**src/rtl/lpbe_pkg.sv**
```systemverilog
`default_nettype none

package lpbe_pkg;

  localparam int unsigned BitsPerPixel = 24;
  localparam int unsigned ChanWidth    = 8;
  localparam int unsigned PctWidth     = 7;
  localparam int unsigned ProdWidth    = ChanWidth + PctWidth;
  localparam int unsigned CntWidth     = 6;
  localparam int unsigned SlotsWidth   = 7;

  localparam logic [PctWidth-1:0]   FullPercent  = 7'd100;
  localparam logic [7:0]            DutyOneReset = 8'd60;
  localparam logic [7:0]            DutyZeroReset = 8'd30;
  localparam logic [SlotsWidth-1:0] SlotsReset   = 7'd50;
  localparam logic [SlotsWidth-1:0] MaxGapSlots  = 7'd64;

  // x / 100 == (x * 5243) >> 19 for every x up to 255 * 100
  localparam int unsigned RecipWidth = 13;
  localparam logic [RecipWidth-1:0] RecipMul = 13'd5243;
  localparam int unsigned RecipShift = 19;
  localparam int unsigned RecipProdWidth = ProdWidth + RecipWidth;

  localparam logic [CntWidth-1:0] PixelLastIdx = 6'(BitsPerPixel - 1);

  typedef enum logic [1:0] {
    REG_DUTY_ONE    = 2'd0,
    REG_DUTY_ZERO   = 2'd1,
    REG_RESET_SLOTS = 2'd2
  } cfg_reg_e;

  typedef enum logic {
    CMD_PIXEL = 1'b0,
    CMD_LATCH = 1'b1
  } cmd_e;

  typedef struct packed {
    logic [7:0]            duty_one;
    logic [7:0]            duty_zero;
    logic [SlotsWidth-1:0] reset_slots;
  } cfg_t;

  typedef struct packed {
    cmd_e                    cmd;
    logic [BitsPerPixel-1:0] word;
  } q_entry_t;

endpackage

`default_nettype wire

```
**src/rtl/lpbe_ifs.sv**
```systemverilog
`default_nettype none

interface lpbe_pix_if;
  logic       valid;
  logic       ready;
  logic       cmd;
  logic [7:0] red;
  logic [7:0] green;
  logic [7:0] blue;
  logic [6:0] brightness;

  modport source (output valid, cmd, red, green, blue, brightness, input ready);
  modport sink   (input valid, cmd, red, green, blue, brightness, output ready);
endinterface

interface lpbe_duty_if;
  logic       valid;
  logic       ready;
  logic [7:0] duty;
  logic       last;

  modport source (output valid, duty, last, input ready);
  modport sink   (input valid, duty, last, output ready);
endinterface

interface lpbe_cfg_if;
  logic       valid;
  logic       ready;
  logic [1:0] index;
  logic [7:0] data;

  modport source (output valid, index, data, input ready);
  modport sink   (input valid, index, data, output ready);
endinterface

`default_nettype wire

```
**src/rtl/lpbe_front.sv**
```systemverilog
`default_nettype none

module lpbe_front
  import lpbe_pkg::*;
(
  input  wire logic     clk,
  input  wire logic     rst,
  lpbe_pix_if.sink      pix,
  output q_entry_t      q_data,
  output logic          q_valid,
  input  wire logic     q_ready
);

  // stage a: channel * percent
  logic                 a_valid;
  cmd_e                 a_cmd;
  logic [ProdWidth-1:0] a_r, a_g, a_b;
  // stage b: divide by a hundred
  logic                 b_valid;
  q_entry_t             b_entry;

  logic                 a_adv, b_adv;
  logic [PctWidth-1:0]  pct;
  logic [RecipProdWidth-1:0] rq, gq, bq;

  assign b_adv     = !b_valid || q_ready;
  assign a_adv     = !a_valid || b_adv;
  assign pix.ready = a_adv;

  assign pct = (pix.brightness > FullPercent) ? FullPercent : pix.brightness;

  assign rq = RecipProdWidth'(a_r) * RecipProdWidth'(RecipMul);
  assign gq = RecipProdWidth'(a_g) * RecipProdWidth'(RecipMul);
  assign bq = RecipProdWidth'(a_b) * RecipProdWidth'(RecipMul);

  always_ff @(posedge clk) begin
    if (rst) begin
      a_valid <= 1'b0;
      b_valid <= 1'b0;
    end else begin
      if (a_adv) begin
        a_valid <= pix.valid;
      end
      if (b_adv) begin
        b_valid <= a_valid;
      end
    end
  end

  always_ff @(posedge clk) begin
    if (a_adv && pix.valid) begin
      a_cmd <= cmd_e'(pix.cmd);
      a_r   <= ProdWidth'(pix.red)   * ProdWidth'(pct);
      a_g   <= ProdWidth'(pix.green) * ProdWidth'(pct);
      a_b   <= ProdWidth'(pix.blue)  * ProdWidth'(pct);
    end
    if (b_adv && a_valid) begin
      b_entry.cmd  <= a_cmd;
      b_entry.word <= {gq[RecipShift +: ChanWidth], rq[RecipShift +: ChanWidth],
                       bq[RecipShift +: ChanWidth]};
    end
  end

  assign q_valid = b_valid;
  assign q_data  = b_entry;

endmodule

`default_nettype wire

```
**src/rtl/lpbe_queue.sv**
```systemverilog
`default_nettype none

module lpbe_queue
  import lpbe_pkg::*;
(
  input  wire logic     clk,
  input  wire logic     rst,
  input  wire q_entry_t in_data,
  input  wire logic     in_valid,
  output logic          in_ready,
  output q_entry_t      out_data,
  output logic          out_valid,
  input  wire logic     out_ready
);

  q_entry_t   slots [2];
  logic       wptr, rptr;
  logic [1:0] count;
  logic       push, pop;

  assign in_ready  = (count != 2'd2);
  assign out_valid = (count != 2'd0);
  assign out_data  = slots[rptr];
  assign push      = in_valid && in_ready;
  assign pop       = out_valid && out_ready;

  always_ff @(posedge clk) begin
    if (rst) begin
      wptr  <= 1'b0;
      rptr  <= 1'b0;
      count <= 2'd0;
    end else begin
      if (push) begin
        wptr <= !wptr;
      end
      if (pop) begin
        rptr <= !rptr;
      end
      count <= count + 2'(push) - 2'(pop);
    end
  end

  always_ff @(posedge clk) begin
    if (push) begin
      slots[wptr] <= in_data;
    end
  end

  // count tracks the pointer distance
  assert property (@(posedge clk) disable iff (rst)
    (count != 2'd3) && ((count == 2'd1) == (wptr != rptr)))
    else $error("queue count out of step with pointers");

endmodule

`default_nettype wire

```
**src/rtl/lpbe_back.sv**
```systemverilog
`default_nettype none

module lpbe_back
  import lpbe_pkg::*;
(
  input  wire logic     clk,
  input  wire logic     rst,
  input  wire cfg_t     cfg,
  input  wire q_entry_t q_data,
  input  wire logic     q_valid,
  output logic          q_ready,
  lpbe_duty_if.source   res
);

  logic                    busy;
  cmd_e                    cur_cmd;
  logic [BitsPerPixel-1:0] cur_word;
  logic [CntWidth-1:0]     cnt;

  logic                    o_valid;
  logic [7:0]              o_duty;
  logic                    o_last;

  logic                    advance, take, beat_last;
  cmd_e                    src_cmd;
  logic [BitsPerPixel-1:0] src_word;
  logic [CntWidth-1:0]     src_cnt, gap_last, last_idx;
  logic [7:0]              beat_duty;

  always_comb begin
    if (cfg.reset_slots == '0) begin
      gap_last = '0;
    end else if (cfg.reset_slots > MaxGapSlots) begin
      gap_last = CntWidth'(MaxGapSlots - 7'd1);
    end else begin
      gap_last = CntWidth'(cfg.reset_slots - 7'd1);
    end
  end

  // start the next item in the same cycle the previous one ends
  assign src_cmd  = busy ? cur_cmd  : q_data.cmd;
  assign src_word = busy ? cur_word : q_data.word;
  assign src_cnt  = busy ? cnt      : '0;

  assign last_idx  = (src_cmd == CMD_LATCH) ? gap_last : PixelLastIdx;
  assign beat_last = (src_cnt == last_idx);
  assign beat_duty = (src_cmd == CMD_LATCH) ? 8'd0 :
                     (src_word[BitsPerPixel-1] ? cfg.duty_one : cfg.duty_zero);

  assign advance = !o_valid || res.ready;
  assign take    = advance && (busy || q_valid);
  assign q_ready = advance && !busy;

  always_ff @(posedge clk) begin
    if (rst) begin
      busy    <= 1'b0;
      cnt     <= '0;
      o_valid <= 1'b0;
    end else if (take) begin
      busy    <= !beat_last;
      cnt     <= src_cnt + CntWidth'(1);
      o_valid <= 1'b1;
    end else if (advance) begin
      o_valid <= 1'b0;
    end
  end

  always_ff @(posedge clk) begin
    if (take) begin
      cur_cmd  <= src_cmd;
      cur_word <= src_word << 1;
      o_duty   <= beat_duty;
      o_last   <= beat_last;
    end
  end

  assign res.valid = o_valid;
  assign res.duty  = o_duty;
  assign res.last  = o_last;

  assert property (@(posedge clk) disable iff (rst)
    busy |-> (cnt != '0))
    else $error("busy run with no beat sent");

  assert property (@(posedge clk) disable iff (rst)
    (take && beat_last) |=> (!busy && o_last && o_valid))
    else $error("run end not flagged");

  assert property (@(posedge clk) disable iff (rst)
    (busy && cur_cmd == CMD_PIXEL) |-> (cnt <= PixelLastIdx))
    else $error("pixel run overran its bits");

  assert property (@(posedge clk) disable iff (rst)
    (busy && !advance) |=> (busy && $stable(cnt)))
    else $error("run advanced while output stalled");

endmodule

`default_nettype wire

```
**src/rtl/led_pwm_bit_encoder.sv**
```systemverilog
`default_nettype none

// Channel  Modport  Payload                              Handshake
// pix      sink     cmd, red, green, blue, brightness    valid/ready
// res      source   duty, last                           valid/ready
// cfg      sink     index, data                          valid/ready (always ready)
//
// A pixel gives 24 results, a latch item 1 to 64; the result port sets the pace,
// one result per cycle, with no gap between runs of consecutive items.
// Intake passes two pipeline stages (multiply, scale by 1/100) and a two-entry
// queue, so up to four items are taken ahead of the one being sent.
// A stall on res holds the current result and fills the queue; pix.ready drops
// only when both stages and the queue are full.
// rst is synchronous; it empties the pipeline and queue and restores register defaults.

module led_pwm_bit_encoder
  import lpbe_pkg::*;
(
  input  wire logic clk,
  input  wire logic rst,
  lpbe_pix_if.sink  pix,
  lpbe_duty_if.source res,
  lpbe_cfg_if.sink  cfg
);

  cfg_t     regs;
  q_entry_t f_data, b_data;
  logic     f_valid, f_ready, b_valid, b_ready;

  assign cfg.ready = 1'b1;

  always_ff @(posedge clk) begin
    if (rst) begin
      regs.duty_one    <= DutyOneReset;
      regs.duty_zero   <= DutyZeroReset;
      regs.reset_slots <= SlotsReset;
    end else if (cfg.valid) begin
      case (cfg_reg_e'(cfg.index))
        REG_DUTY_ONE:    regs.duty_one    <= cfg.data;
        REG_DUTY_ZERO:   regs.duty_zero   <= cfg.data;
        REG_RESET_SLOTS: regs.reset_slots <= cfg.data[SlotsWidth-1:0];
        default: ;
      endcase
    end
  end

  lpbe_front u_front (
    .clk     (clk),
    .rst     (rst),
    .pix     (pix),
    .q_data  (f_data),
    .q_valid (f_valid),
    .q_ready (f_ready)
  );

  lpbe_queue u_queue (
    .clk       (clk),
    .rst       (rst),
    .in_data   (f_data),
    .in_valid  (f_valid),
    .in_ready  (f_ready),
    .out_data  (b_data),
    .out_valid (b_valid),
    .out_ready (b_ready)
  );

  lpbe_back u_back (
    .clk     (clk),
    .rst     (rst),
    .cfg     (regs),
    .q_data  (b_data),
    .q_valid (b_valid),
    .q_ready (b_ready),
    .res     (res)
  );

endmodule

`default_nettype wire
```
**src/flat_wrapper.sv**
```systemverilog
// flat-port wrapper written by rule: the top's interface ports become plain ports
module led_pwm_bit_encoder_flat import lpbe_pkg::*;
  (clk, rst, pix_valid, pix_cmd, pix_red, pix_green, pix_blue, pix_brightness, pix_ready, res_valid, res_duty, res_last, res_ready, cfg_valid, cfg_index, cfg_data, cfg_ready);
  lpbe_pix_if pix_i ();
  lpbe_duty_if res_i ();
  lpbe_cfg_if cfg_i ();
  input  wire logic clk;
  input  wire logic rst;
  input wire logic [$bits(pix_i.valid)-1:0] pix_valid;
  input wire logic [$bits(pix_i.cmd)-1:0] pix_cmd;
  input wire logic [$bits(pix_i.red)-1:0] pix_red;
  input wire logic [$bits(pix_i.green)-1:0] pix_green;
  input wire logic [$bits(pix_i.blue)-1:0] pix_blue;
  input wire logic [$bits(pix_i.brightness)-1:0] pix_brightness;
  output wire logic [$bits(pix_i.ready)-1:0] pix_ready;
  output wire logic [$bits(res_i.valid)-1:0] res_valid;
  output wire logic [$bits(res_i.duty)-1:0] res_duty;
  output wire logic [$bits(res_i.last)-1:0] res_last;
  input wire logic [$bits(res_i.ready)-1:0] res_ready;
  input wire logic [$bits(cfg_i.valid)-1:0] cfg_valid;
  input wire logic [$bits(cfg_i.index)-1:0] cfg_index;
  input wire logic [$bits(cfg_i.data)-1:0] cfg_data;
  output wire logic [$bits(cfg_i.ready)-1:0] cfg_ready;
  assign pix_i.valid = pix_valid;
  assign pix_i.cmd = pix_cmd;
  assign pix_i.red = pix_red;
  assign pix_i.green = pix_green;
  assign pix_i.blue = pix_blue;
  assign pix_i.brightness = pix_brightness;
  assign pix_ready = pix_i.ready;
  assign res_valid = res_i.valid;
  assign res_duty = res_i.duty;
  assign res_last = res_i.last;
  assign res_i.ready = res_ready;
  assign cfg_i.valid = cfg_valid;
  assign cfg_i.index = cfg_index;
  assign cfg_i.data = cfg_data;
  assign cfg_ready = cfg_i.ready;
  led_pwm_bit_encoder u_core (.clk(clk), .rst(rst), .pix(pix_i), .res(res_i), .cfg(cfg_i));
endmodule
```
**config.mk**
```make
export PLATFORM = sky130hd
export DESIGN_NAME = led_pwm_bit_encoder_flat
export DESIGN_NICKNAME = d
export VERILOG_FILES = /design/src/rtl/lpbe_pkg.sv /design/src/rtl/lpbe_ifs.sv /design/src/rtl/lpbe_front.sv /design/src/rtl/lpbe_queue.sv /design/src/rtl/lpbe_back.sv /design/src/rtl/led_pwm_bit_encoder.sv /design/src/flat_wrapper.sv
export SDC_FILE = /design/constraint.sdc
export NUM_CORES = 1
export LEC_CHECK = 0
export BUFFER_PORTS_ARGS = -buffer_cell sky130_fd_sc_hd__buf_2
export CORE_MARGIN = 4
export CORE_UTILIZATION = 55
export DETAILED_ROUTE_END_ITERATION = 6
export PLACE_DENSITY = 0.75
export REMOVE_ABC_BUFFERS = 1
export SKIP_LAST_GASP = 1
export SYNTH_ARGS = -nofsm -noshare
export SYNTH_HDL_FRONTEND = slang
export SYNTH_SLANG_ARGS = --single-unit
```
**constraint.sdc**
```tcl
create_clock -name clk -period 5.6 [get_ports clk]
set_input_delay 0.84 -clock clk [delete_from_list [all_inputs] [get_ports clk]]
set_output_delay 0.84 -clock clk [all_outputs]
set_load 0.01 [all_outputs]
```
Word level (Yosys, flattened, before mapping)
Memory sizes are Yosys's and may differ from the RTL's. A register that Yosys moved wholly into a read port is not among the register bits. Index checks and enable logic that the tools add are counted.

Memories: 1. Word-level logic and storage cells: 77. Register bits after elaboration: 141. Memory bits (writable): 50. Input bits: 47.

$lt $le $gt $ge: 2. Muxes and demuxes: 14. Reductions and logical operators: 24. Eq/ne operators: 4. Multipliers: 6. Add/subtract/negate cells: 4.

Memory list: u_core.u_queue.slots (words 2, width 25, read ports 1, clocked after memory_dff 1, wr ports 1, RTL line lpbe_queue.sv:16) `q_entry_t slots [2];`.

Operators with widths (number): 15-bit by 13-bit multiplier with 27-bit output (second input constant) (3); 8-bit by 7-bit multiplier with 15-bit output (3); 24-bit two-way mux (1); 6-bit two-way mux (4); 7-bit greater-than comparator (second input constant) (2); 8-bit two-way mux (1); 1-bit logical NOT (7); 7-bit logical NOT (1); 1-bit two-way mux (7); 7-bit two-way mux (1); 6-bit by 1-bit adder with 6-bit output (second input constant) (1); 6-bit equality test (1); 1-bit logical AND (6); 2-bit AND reduction (3); 6-bit by 1-bit subtractor with 6-bit output (second input constant) (1); 1-bit logical OR (4); 2-bit nonzero test (2); 2-bit by 1-bit adder with 2-bit output (1); 2-bit by 1-bit equality test with 1-bit output (second input constant) (1); 2-bit equality test (second input constant) (1); 2-bit logical NOT (1); 2-bit inequality test (second input constant) (1); 2-bit by 1-bit subtractor with 2-bit output (1).

Longest topological paths before layout
Gate-level depths: netlist of run 1.

Depth after elaboration: 6. Depth in mapped cells: 20.

Cells and area by module
A second synthesis of run 1 with hierarchy kept.

Cells, all modules: 2203. Area, all modules: 23377.4 um^2.

Modules (own cells, without submodules): lpbe_front (cells each 1805, instances 1, area an instance 18086.1 um^2); lpbe_back (cells each 195, instances 1, area an instance 2258.4 um^2); lpbe_queue (cells each 107, instances 1, area an instance 2069.5 um^2); led_pwm_bit_encoder (cells each 96, instances 1, area an instance 963.4 um^2).

Worst setup path after synthesis of run 1
OpenSTA, ideal clock, no wires.

Path kind: input -> register. Start point: input port pix_brightness[0]. End point: register u_core.u_front.a_r[14] (data pin). Cell stages on the path: 19. Required time: 5.334 ns. Setup slack: 0.385 ns. Arrival time: 4.949 ns. Path through: o21ai_0 -> a21oi_1 -> or2_2 -> clkbuf_1 -> and2_1 -> fa_1 -> inv_1 -> fa_1 -> inv_1 -> fa_1 -> inv_1 -> fa_1 -> inv_1 -> ha_1 -> a21oi_1 -> o21a_1 -> o21ai_0 -> o41ai_1 -> xnor2_1.

Word-level cells in the longest chain between the ends: 3.

RTL lines: start: declaration (RTL line flat_wrapper.sv:14) `input wire logic [$bits(pix_i.brightness)-1:0] pix_brightness;`; 7-bit greater-than comparator (RTL line lpbe_front.sv:30) `assign pct = (pix.brightness > FullPercent) ? FullPercent : pix.brightness;`; 7-bit two-way mux (*) (RTL line lpbe_front.sv:30); 8-bit by 7-bit multiplier with 15-bit output (*) (RTL line lpbe_front.sv:53) `a_r <= ProdWidth'(pix.red) * ProdWidth'(pct);`; end signal: assignment (RTL line lpbe_front.sv:53); end: declaration (RTL line lpbe_front.sv:17) `logic [ProdWidth-1:0] a_r, a_g, a_b;`.

Every way passes the cells marked *; elsewhere a longest branch is shown, timed or not. A chain may end at the register's enable or synchronous reset.

Worst setup path after layout of run 1
Start point: register u_core.u_front.a_r[11]. End point: register u_core.u_front.b_entry (netlist bit u_core.u_front.q_data[15]) (data pin).

Word-level cells in the longest chain between the ends: 1.

RTL lines: 15-bit by 13-bit multiplier with 27-bit output (RTL line lpbe_front.sv:32) `assign rq = RecipProdWidth'(a_r) * RecipProdWidth'(RecipMul);`; via u_core.u_front.rq[26] (RTL line lpbe_front.sv:24) `logic [RecipProdWidth-1:0] rq, gq, bq;`; end: declaration (RTL line lpbe_front.sv:20) `q_entry_t b_entry;`.

The timed path passes the listed nets, and every way through them passes these cells.

==> flow_summary.toml, run 1 <==
[finish]
n_antenna_cell = 0
nFillCells = 3332
multi_input_area_um2 = 15370
fin_nets = 2993
finish.utilization_pct = 59.82
syn2layout_area_growth_pct = 7.124
final-seq-area_um2 = 5386
drive_gt1_share_pct = 6.476

[clock_network]
path_clk_slew_ns = 0.08
postCtsHoldBufs = 0
cts.path.max_buffers = 2
cts_setup_buffers = 0
clkSinkCount = 192
tritoncts = "yes"
ctsHtreeMaxLevel = 4
cts_buffers = 17
clk_latency_ns = 0.44
root_buffer = "clkbuf_16"

[grt]
grt_max_degree = 47
grt_overflow_total = 0
antenna_found_initial = 0
grt_pass1_wl_um = 74940
grtUsageTotal_pct = 20.09
grt_pass1_vias = 16260

[place]
dpl_worst_slack_ns = -0.002192
place.gp.congestion = 0.8892
dpl.hpwl_um = 35160
io_buffer_count = 57

[critical_path]
cp_num_buf_inv = 5
criticalPathCategory = "reg2reg"
crit_path_max_incr_delay_ns = 0.53
cp.arrival_ns = 5.48
worst-path-max-fanout = 4
cp_slowest_cell = "fa_1"
worst_path_dominant_cell_family = "adder cells"
r2r_setup_slack_ns = 0.31
crit_required_ns = 5.79
worst_setup_path_end_kind = "flop"
startpoint_type = "flop"
crit_chain = "buf_4, ha_1, inv_1, fa_1, inv_1, fa_1, inv_1, fa_1, inv_1, fa_1, ha_1, a21oi_1, o21bai_1, a221oi_1, a21oi_1, o31ai_2, nor2_1, a211o_1"

[run_status]
status = "completed"

[logic_synthesis]
synth-simple-area-share_pct = 9.631
synth_cell_types = 70
synth_top_family_by_area = "adder cells"
syn_area_per_cell_um2 = 10.47
syn_inst = 2187
yosys_warnings = 0
synth.area.top_cells = "fa_1 25%, ha_1 22%, edfxtp_1 20%"
synth_edf_count = 154
synth_compound_area_share_pct = 5.447
synth_top_area_cell = "fa_1"
netlist.area_leader.share_pct = 25.44
synth_seq_cells = 192
yosys.area_share.xor_xnor_pct = 2.830
synth_mux_area_share_pct = 1.967
async_flop_share_pct = 0
yosysSeqAreaShare_pct = 23.51
synthAdderAreaFrac_pct = 47.18
syn-cell-area_um2 = 22900
synth-main-ff-cell = "edfxtp_1"

[timing]
timing.fmax_mhz = 188.9
whs_ns = 0.4282
grt_setup_unrepaired = "no"
hold_violations = 0
post-route-period-util_pct = 94.51
fin_crit_ns = 5.293
timing.setup.tns_ns = 0
fin_worst_skew_ns = 0.01145
worstMarginPinSlew_ns = 1.117
fin_ws_ns = 0.3072
setup_viol_count_final = 0
slew_viol_final = 0
slew_headroom_pct = 25.05

[run]
max_cap_violations = 0

[routing]
routedWlPerCell_um = 15.12
drc = 0
drt-initial-drc-count = 652
num_vias = 14840
avgViaCountPerCell = 5.296
routed_wl_um = 42380
ant_nets = 0
first_pass_iters = 5

[floorplan]
row_count = 74
dieHeight_um = 212.1
pin_count = 59
core_area_um2 = 41020
die_area_um2 = 44970
die_x_um = 212.1
floorplan.initialDensity_pct = 55.84

[min_path]
hold_class = "reg2reg"
## flip-flops by register name, summed over array words and instances (netlist names), 2 cells and up, named ones only
name	cells
u_core.u_back.cnt	6
u_core.u_front.q_data	25
u_core.regs	23
u_core.u_queue.count	2
u_core.u_back.res.duty	8
u_core.u_front.a_b	15
u_core.u_back.cur_word	23
u_core.u_front.a_r	15
u_core.u_front.a_g	15
u_core.u_queue.slots	50
## layout by cell type, fill, tap and decap left out, types with 3 or more instances in the layout
| cell type | synthesis | layout |
|---|---|---|
| inv_1 | 528 | 528 |
| ha_1 | 398 | 398 |
| fa_1 | 291 | 291 |
| edfxtp_1 | 154 | 154 |
| nand2_1 | 99 | 99 |
| and2_1 | 96 | 95 |
| nor2_1 | 78 | 77 |
| a21oi_1 | 58 | 58 |
| buf_2 | 2 | 57 |
| xnor2_1 | 53 | 53 |
| o21ai_0 | 45 | 45 |
| mux2i_1 | 45 | 45 |
| and3_1 | 42 | 42 |
| dfxtp_1 | 38 | 37 |
| buf_4 | 2 | 35 |
| nor3_1 | 23 | 23 |
| xor2_1 | 21 | 21 |
| nand3_1 | 20 | 20 |
| nor2b_1 | 18 | 17 |
| clkbuf_16 | 0 | 17 |
| a211o_1 | 13 | 13 |
| nand4_1 | 12 | 12 |
| o21bai_1 | 12 | 12 |
| a21o_1 | 12 | 12 |
| or3_1 | 8 | 8 |
| o211ai_1 | 7 | 7 |
| or2_2 | 5 | 5 |
| a211oi_1 | 4 | 4 |
| o31a_1 | 4 | 4 |
| nand2b_1 | 4 | 4 |
| a31oi_1 | 4 | 4 |
| nand3b_1 | 4 | 4 |
| clkinv_4 | 0 | 4 |
| a221oi_1 | 3 | 3 |
| nor4_1 | 3 | 3 |
| o22ai_1 | 3 | 3 |
| o21a_1 | 3 | 3 |
| o41ai_1 | 3 | 3 |
| inv_8 | 0 | 3 |
| clkinv_8 | 0 | 3 |
## cells in the mapped netlist, types with 3 or more instances
cell,instances
a21oi_1,58
clkbuf_1,31
edfxtp_1,154
a221oi_1,3
o41ai_1,3
mux2i_1,45
a31oi_1,4
nand2b_1,4
a211oi_1,4
and3_1,42
nor2b_1,18
a211o_1,13
o21ai_0,45
o211ai_1,7
buf_1,4
xnor2_1,53
o21a_1,3
nand2_1,99
o21bai_1,12
and2_1,96
o31a_1,4
nand3_1,20
xor2_1,21
a21o_1,12
or3_1,8
dfxtp_1,38
o22ai_1,3
nor3_1,23
nand4_1,12
nor4_1,3
fa_1,291
or2_2,5
nor2_1,78
ha_1,398
inv_1,528
nand3b_1,4
## cells by family after synthesis
kind of cell               Yosys count
muxes                               45
adders and majority gates          689
xor gates and xnor gates            74
DFF                                192
other                                1
buffers and inverters              569
and+or+nand+nor                    424
AOI/OAI and AO/OA                  193
## routing by layer
| metal | GRT usage (%) | wire length [µm] | up-vias |
|---|---|---|---|
| met2 | 34.70 | 20820 | 239 |
| met4 | 4.404 | 724 | 0 |
| met3 | 2.346 | 1201 | 63 |
| met1 | 27.53 | 19630 | 7353 |
| met5 | 0 | 0 | - |
| li1 | - | - | 7185 |
## layout make-up
type | count | area share [%]
Tap cell | 532 | 2.713
Clock inverter | 14 | 0.6120
Sequential cell | 192 | 21.95
Multi-Input combinational cell | 1426 | 62.66
Timing Repair Buffer | 92 | 2.234
Inverter | 528 | 8.078
Clock buffer | 18 | 1.749
## through the flow
step	area (µm²)	instances
floorplan	22730	2146
finish	24530	2802
detailed placement	23950	2770
global route	24530	2802
global placement	23950	2770
CTS	24530	2802
## path summary, 6_finish.rpt
check / from / to / depth (start not counted)
min reg2reg: u_core.u_front.a_cmd / u_core.u_front.q_data[24] / 0
max reg2reg: u_core.u_front.a_r[11] / u_core.u_front.q_data[15] / 18
max: u_core.u_front.a_r[11] / u_core.u_front.q_data[15] / 18
min: u_core.u_front.a_cmd / u_core.u_front.q_data[24] / 0
## timing repair
item / CTS / global route
endpoints found under the hold margin: 0 / 0
gates resized for setup: 0 / 1
endpoints found under the setup margin: 0 / 2
Power of run 1 is left out: the tool's default activity adds up to more than one toggle a clock period on the data nets, which glitch-free logic cannot reach.
==> run 2: changes to the inputs <==
--- a/config.mk
+++ b/config.mk
@@ -12,6 +12,7 @@
 export PLACE_DENSITY = 0.75
 export REMOVE_ABC_BUFFERS = 1
 export SKIP_LAST_GASP = 1
+export SLEW_MARGIN = 30
 export SYNTH_ARGS = -nofsm -noshare
 export SYNTH_HDL_FRONTEND = slang
 export SYNTH_SLANG_ARGS = --single-unit
==> constraint.sdc (replaced) <==
create_clock -name clk -period 5.2 [get_ports clk]
set_input_delay 0.78 -clock clk [delete_from_list [all_inputs] [get_ports clk]]
set_output_delay 0.78 -clock clk [all_outputs]
set_load 0.01 [all_outputs]
==> run 2 against run 1 <==
  * Non-clock buffer count is 60 higher
  * Worst hold slack better by 0.0082 ns
  * Global-route usage is 0.33 points higher
  * Highest routed layer unchanged
==> flow_summary.toml, run 2 (synthesis gave the netlist of run 1 again) <==
[run_status]
status = "completed"

[timing]
fin_ws_ns = 0.1007
slew_headroom_pct = 40.01
slew_viol_final = 0
setup_viol_count_final = 0
timing.fmax_mhz = 196.1
fin_worst_skew_ns = 0.009728
worstMarginPinSlew_ns = 0.8943
grt_setup_unrepaired = "yes"
fin_crit_ns = 5.099
whs_ns = 0.4364
hold_violations = 0
post-route-period-util_pct = 98.06

[finish]
n_antenna_cell = 0
drive_gt1_share_pct = 9.313
top_register = "u_core.u_queue.slots"
stdcell_area_um2 = 25100
final_common_cell = "inv_1"
fin_nets = 3053
syn2layout_area_growth_pct = 9.604
largest_reg_flops = 50
final_cell_mix = "527 x inv_1, 396 x ha_1, 291 x fa_1, 154 x edfxtp_1, 99 x nand2_1"

[clock_network]
clkSinkCount = 192
clk_latency_ns = 0.45
tritoncts = "yes"
root_buffer = "clkbuf_16"
cts.path.max_buffers = 2
path_clk_slew_ns = 0.07
postCtsHoldBufs = 0
ctsHtreeMaxLevel = 4
cts_buffers = 17

[critical_path]
cp_num_buf_inv = 4
cp_slowest_cell = "fa_1"
worst_setup_path_end_kind = "flop"
cp.arrival_ns = 5.38
crit_chain = "ha_4, inv_1, fa_1, inv_1, fa_1, inv_1, fa_1, inv_1, fa_1, ha_1, o211ai_1, and3b_1, a21oi_1, or3_1, a2111o_1, o211ai_1"
worst_path_dominant_cell_family = "adder cells"
criticalPathCategory = "reg2reg"
startpoint_type = "flop"
crit_path_max_incr_delay_ns = 0.57
worst_r2r_path_depth = 16
crit_required_ns = 5.48
crit_cells = 16
worst-path-max-fanout = 3

[grt]
grtUsageTotal_pct = 20.42
grt_pass1_vias = 16340
grt_overflow_total = 0
grt_pass1_wl_um = 75810
antenna_found_initial = 0
grt_max_degree = 47

[floorplan]
row_count = 74
floorplan.initialDensity_pct = 55.84
pin_count = 59
die_x_um = 212.1
dieHeight_um = 212.1
die_area_um2 = 44970
core_area_um2 = 41020

[routing]
ant_nets = 0
drt-initial-drc-count = 782
num_vias = 15100
avgViaCountPerCell = 5.275
first_pass_iters = 5
drc = 0
routedWlPerCell_um = 15.33
routed_wl_um = 43880

[place]
placed_cell_area_um2 = 24360
dpl.hpwl_um = 36240
dpl_worst_slack_ns = -0.2341
io_buffer_count = 57
place.gp.congestion = 0.8832

[min_path]
hold_path_depth = 0
hold_class = "reg2reg"

[run]
max_cap_violations = 0
## run 2: through the flow
stage | TNS [ns] | util [%] | cells
final | 0 | 61.20 | 2862
after global routing | -0.1076 | 61.20 | 2862
after CTS | 0 | 60.85 | 2855
after detailed placement | -1.891 | 59.40 | 2822
after global placement | -0.7689 | 59.32 | 2821
after floorplan | -2.155 | - | 2146
## run 2: cell type report
type | instances | area, µm²
clock inverter | 13 | 146.4
sequential | 192 | 5386
fill | 3236 | 15910
timing repair buffer | 152 | 1018
inverter | 528 | 1982
tap | 532 | 665.6
clock buffer | 19 | 432.9
multi-input combinational | 1426 | 15470
## run 2: final timing paths
kind                                             from                         to  slack [ns]
worst max-delay path            u_core.u_front.a_g[9]  u_core.u_front.q_data[23]        0.10
worst min-delay path             u_core.u_front.a_cmd  u_core.u_front.q_data[24]        0.44
worst max register to register  u_core.u_front.a_g[9]  u_core.u_front.q_data[23]        0.10
worst min register to register   u_core.u_front.a_cmd  u_core.u_front.q_data[24]        0.44
## run 2: timing repair
action | 4_1_cts | 5_1_grt
resized for setup | 1 | 16
endpoints found under the setup margin | 3 | 14
pin swaps | 0 | 5
buffers inserted | 1 | 7
gates cloned | 0 | 0
## run 2: routing by layer
metal | vias up | track usage (%) | part of all wire (%)
met4 | 0 | 4.270 | 1.5
met2 | 271 | 35.67 | 50
met3 | 52 | 2.508 | 3.5
met5 | - | 0 | 0
li1 | 7315 | - | -
met1 | 7459 | 27.64 | 45
Power of run 2 is left out for the same reason.
==> run 3: changes to the inputs <==
--- a/config.mk
+++ b/config.mk
@@ -5,6 +5,7 @@
 export SDC_FILE = /design/constraint.sdc
 export NUM_CORES = 1
 export LEC_CHECK = 0
+export ABC_AREA = 1
 export BUFFER_PORTS_ARGS = -buffer_cell sky130_fd_sc_hd__buf_2
 export CORE_MARGIN = 4
 export CORE_UTILIZATION = 55
==> run 3 against run 2 <==
  * Critical path depth increased by 3
  * Global-route usage increased by 1.1 points
  * Routed wire length increased by 9.9%
  * Via count increased by 13%
  * Area after synthesis increased by 4.4%
  * Critical path type unchanged
  * Synthesized cell count increased by 20%
  * Highest routed layer unchanged
  * Fmax increased by 5.5%
  * Clock skew about the same
  * Cell count increased by 16%
  * Worst hold slack got worse by 0.012 ns
==> flow_summary.toml, run 3 <==
[grt]
grt_pass1_vias = 17930
antenna_found_initial = 0
grtUsageTotal_pct = 21.49
grt_max_degree = 47
grt_pass1_wl_um = 83850
grt_overflow_total = 0

[logic_synthesis]
yosys_warnings = 0
synth-main-ff-cell = "edfxtp_1"
synth_cell_types = 44
synth_edf_count = 154
yosysSeqAreaShare_pct = 22.51
synth.area.top_cells = "fa_1 24%, ha_1 21%, edfxtp_1 19%"
synth_top_area_cell = "fa_1"
netlist.area_leader.share_pct = 24.36
ys_top_cells_by_count = "685 x inv_1, 398 x ha_1, 350 x nand2_1, 291 x fa_1, 193 x nor2_1"
syn-cell-area_um2 = 23920
syn_area_per_cell_um2 = 9.091
yosysMostFrequentCell = "inv_1"
async_flop_share_pct = 0
synth_seq_cells = 192
syn_inst = 2631

[routing]
ant_nets = 0
routedWlPerCell_um = 14.54
routed_wl_um = 48240
drc = 0
first_pass_iters = 5
avgViaCountPerCell = 5.134
drt-initial-drc-count = 943
num_vias = 17030

[place]
place_inst = 3286
dpl.hpwl_um = 40140
place.gp.congestion = 0.9023
dpl_worst_slack_ns = -0.1460
io_buffer_count = 57

[finish]
n_antenna_cell = 0
largest_reg_flops = 50
multi_input_area_um2 = 15810
final-seq-area_um2 = 5385
final_cell_mix = "683 x inv_1, 398 x ha_1, 349 x nand2_1, 291 x fa_1, 191 x nor2_1"
nFillCells = 3607
stdcell_count = 3318
syn2layout_area_growth_pct = 7.956
fin_nets = 3456
final_common_cell = "inv_1"
top_register = "u_core.u_queue.slots"
drive_gt1_share_pct = 5.818

[floorplan]
die_area_um2 = 46890
row_count = 76
dieHeight_um = 216.5
floorplan.initialDensity_pct = 55.53
core_area_um2 = 43080
die_x_um = 216.5
pin_count = 59

[critical_path]
crit_required_ns = 5.40
worst-path-max-fanout = 7
startpoint_type = "flop"
worst_setup_path_end_kind = "flop"
cp.arrival_ns = 5.04
criticalPathCategory = "reg2reg"

[timing]
setup_viol_count_final = 0
timing.setup.tns_ns = 0
worstMarginPinSlew_ns = 0.9005
timing.fmax_mhz = 206.9
grt_setup_unrepaired = "no"
post-route-period-util_pct = 92.93
slew_viol_final = 0
fin_worst_skew_ns = 0.009338
hold_violations = 0
slew_headroom_pct = 39.60
fin_ws_ns = 0.3674
fin_crit_ns = 4.833

[clock_network]
clk_latency_ns = 0.45
cts_buffers = 17
postCtsHoldBufs = 0
cts_resized = 0
root_buffer = "clkbuf_16"
clkSinkCount = 192
tritoncts = "yes"
cts.path.max_buffers = 2
cts_setup_buffers = 0
ctsHtreeMaxLevel = 4
path_clk_slew_ns = 0.09

[run]
max_cap_violations = 0

[min_path]
hold_class = "reg2reg"

[run_status]
status = "completed"
## run 3: kinds of logic (layout without fill, tap and decap cells)
| group | Yosys count | after routing | share of synthesized area (%) |
|---|---|---|---|
| adders and majority gates | 689 | 689 | 45.17 |
| AOI/OAI and AO/OA | 282 | 282 | 6.518 |
| and+or+nand+nor | 672 | 672 | 11.66 |
| xor gates and xnor gates | 72 | 72 | 2.636 |
| other | 1 | 1 | 0.01568 |
| DFF | 192 | 192 | 22.51 |
| buffers and inverters | 723 | 825 | 11.48 |
## run 3: worst paths after layout
check | startpoint | end | slack, ns | depth (start not counted)
worst max-delay path | u_core.u_front.a_g[13] | u_core.u_front.q_data[20] | 0.37 | 19
worst min-delay path | u_core.u_front.a_cmd | u_core.u_front.q_data[24] | 0.42 | 0
worst max register to register | u_core.u_front.a_g[13] | u_core.u_front.q_data[20] | 0.37 | 19
worst min register to register | u_core.u_front.a_cmd | u_core.u_front.q_data[24] | 0.42 | 0
## run 3: per-layer routing
layer	GRT usage (%)	up-vias	wire length, µm
li1	-	8398	-
met3	2.215	81	1695
met2	37.03	359	23380
met1	29.33	8196	22160
met5	0	-	0
met4	5.505	0	1004
## run 3: area by class of cell
type,instances,area share (%)
Clock buffer,17,1.647
Clock inverter,15,0.8673
Inverter,690,10.04
Multi-Input combinational cell,1716,61.21
Sequential cell,192,20.85
Tap cell,585,2.835
Timing Repair Buffer,103,2.539
## run 3: worst max-delay path, cell delays in order, from the launching register on
cell and delay, ns:
edfxtp_1 0.60, ha_1 0.41, inv_1 0.06, fa_1 0.48
inv_1 0.06, fa_1 0.49, inv_1 0.05, fa_1 0.52
inv_1 0.05, fa_1 0.43, ha_1 0.35, a21o_1 0.20
inv_1 0.07, o21ai_0 0.07, a21oi_1 0.16, nand3_1 0.22
nand3_1 0.15, nand2_1 0.06, nand2_1 0.08, nand2_1 0.06
## run 3: through the flow
stage                     area (µm²)  hold slack [ns]  util [%]
after floorplan                23770           0.4003         -
after global placement         25170           0.4102     58.42
after detailed placement       25170           0.4084     58.42
after CTS                      25820           0.4279     59.93
after global routing           25820           0.4473     59.95
final                          25820           0.4245     59.95
Power of run 3 is left out for the same reason.
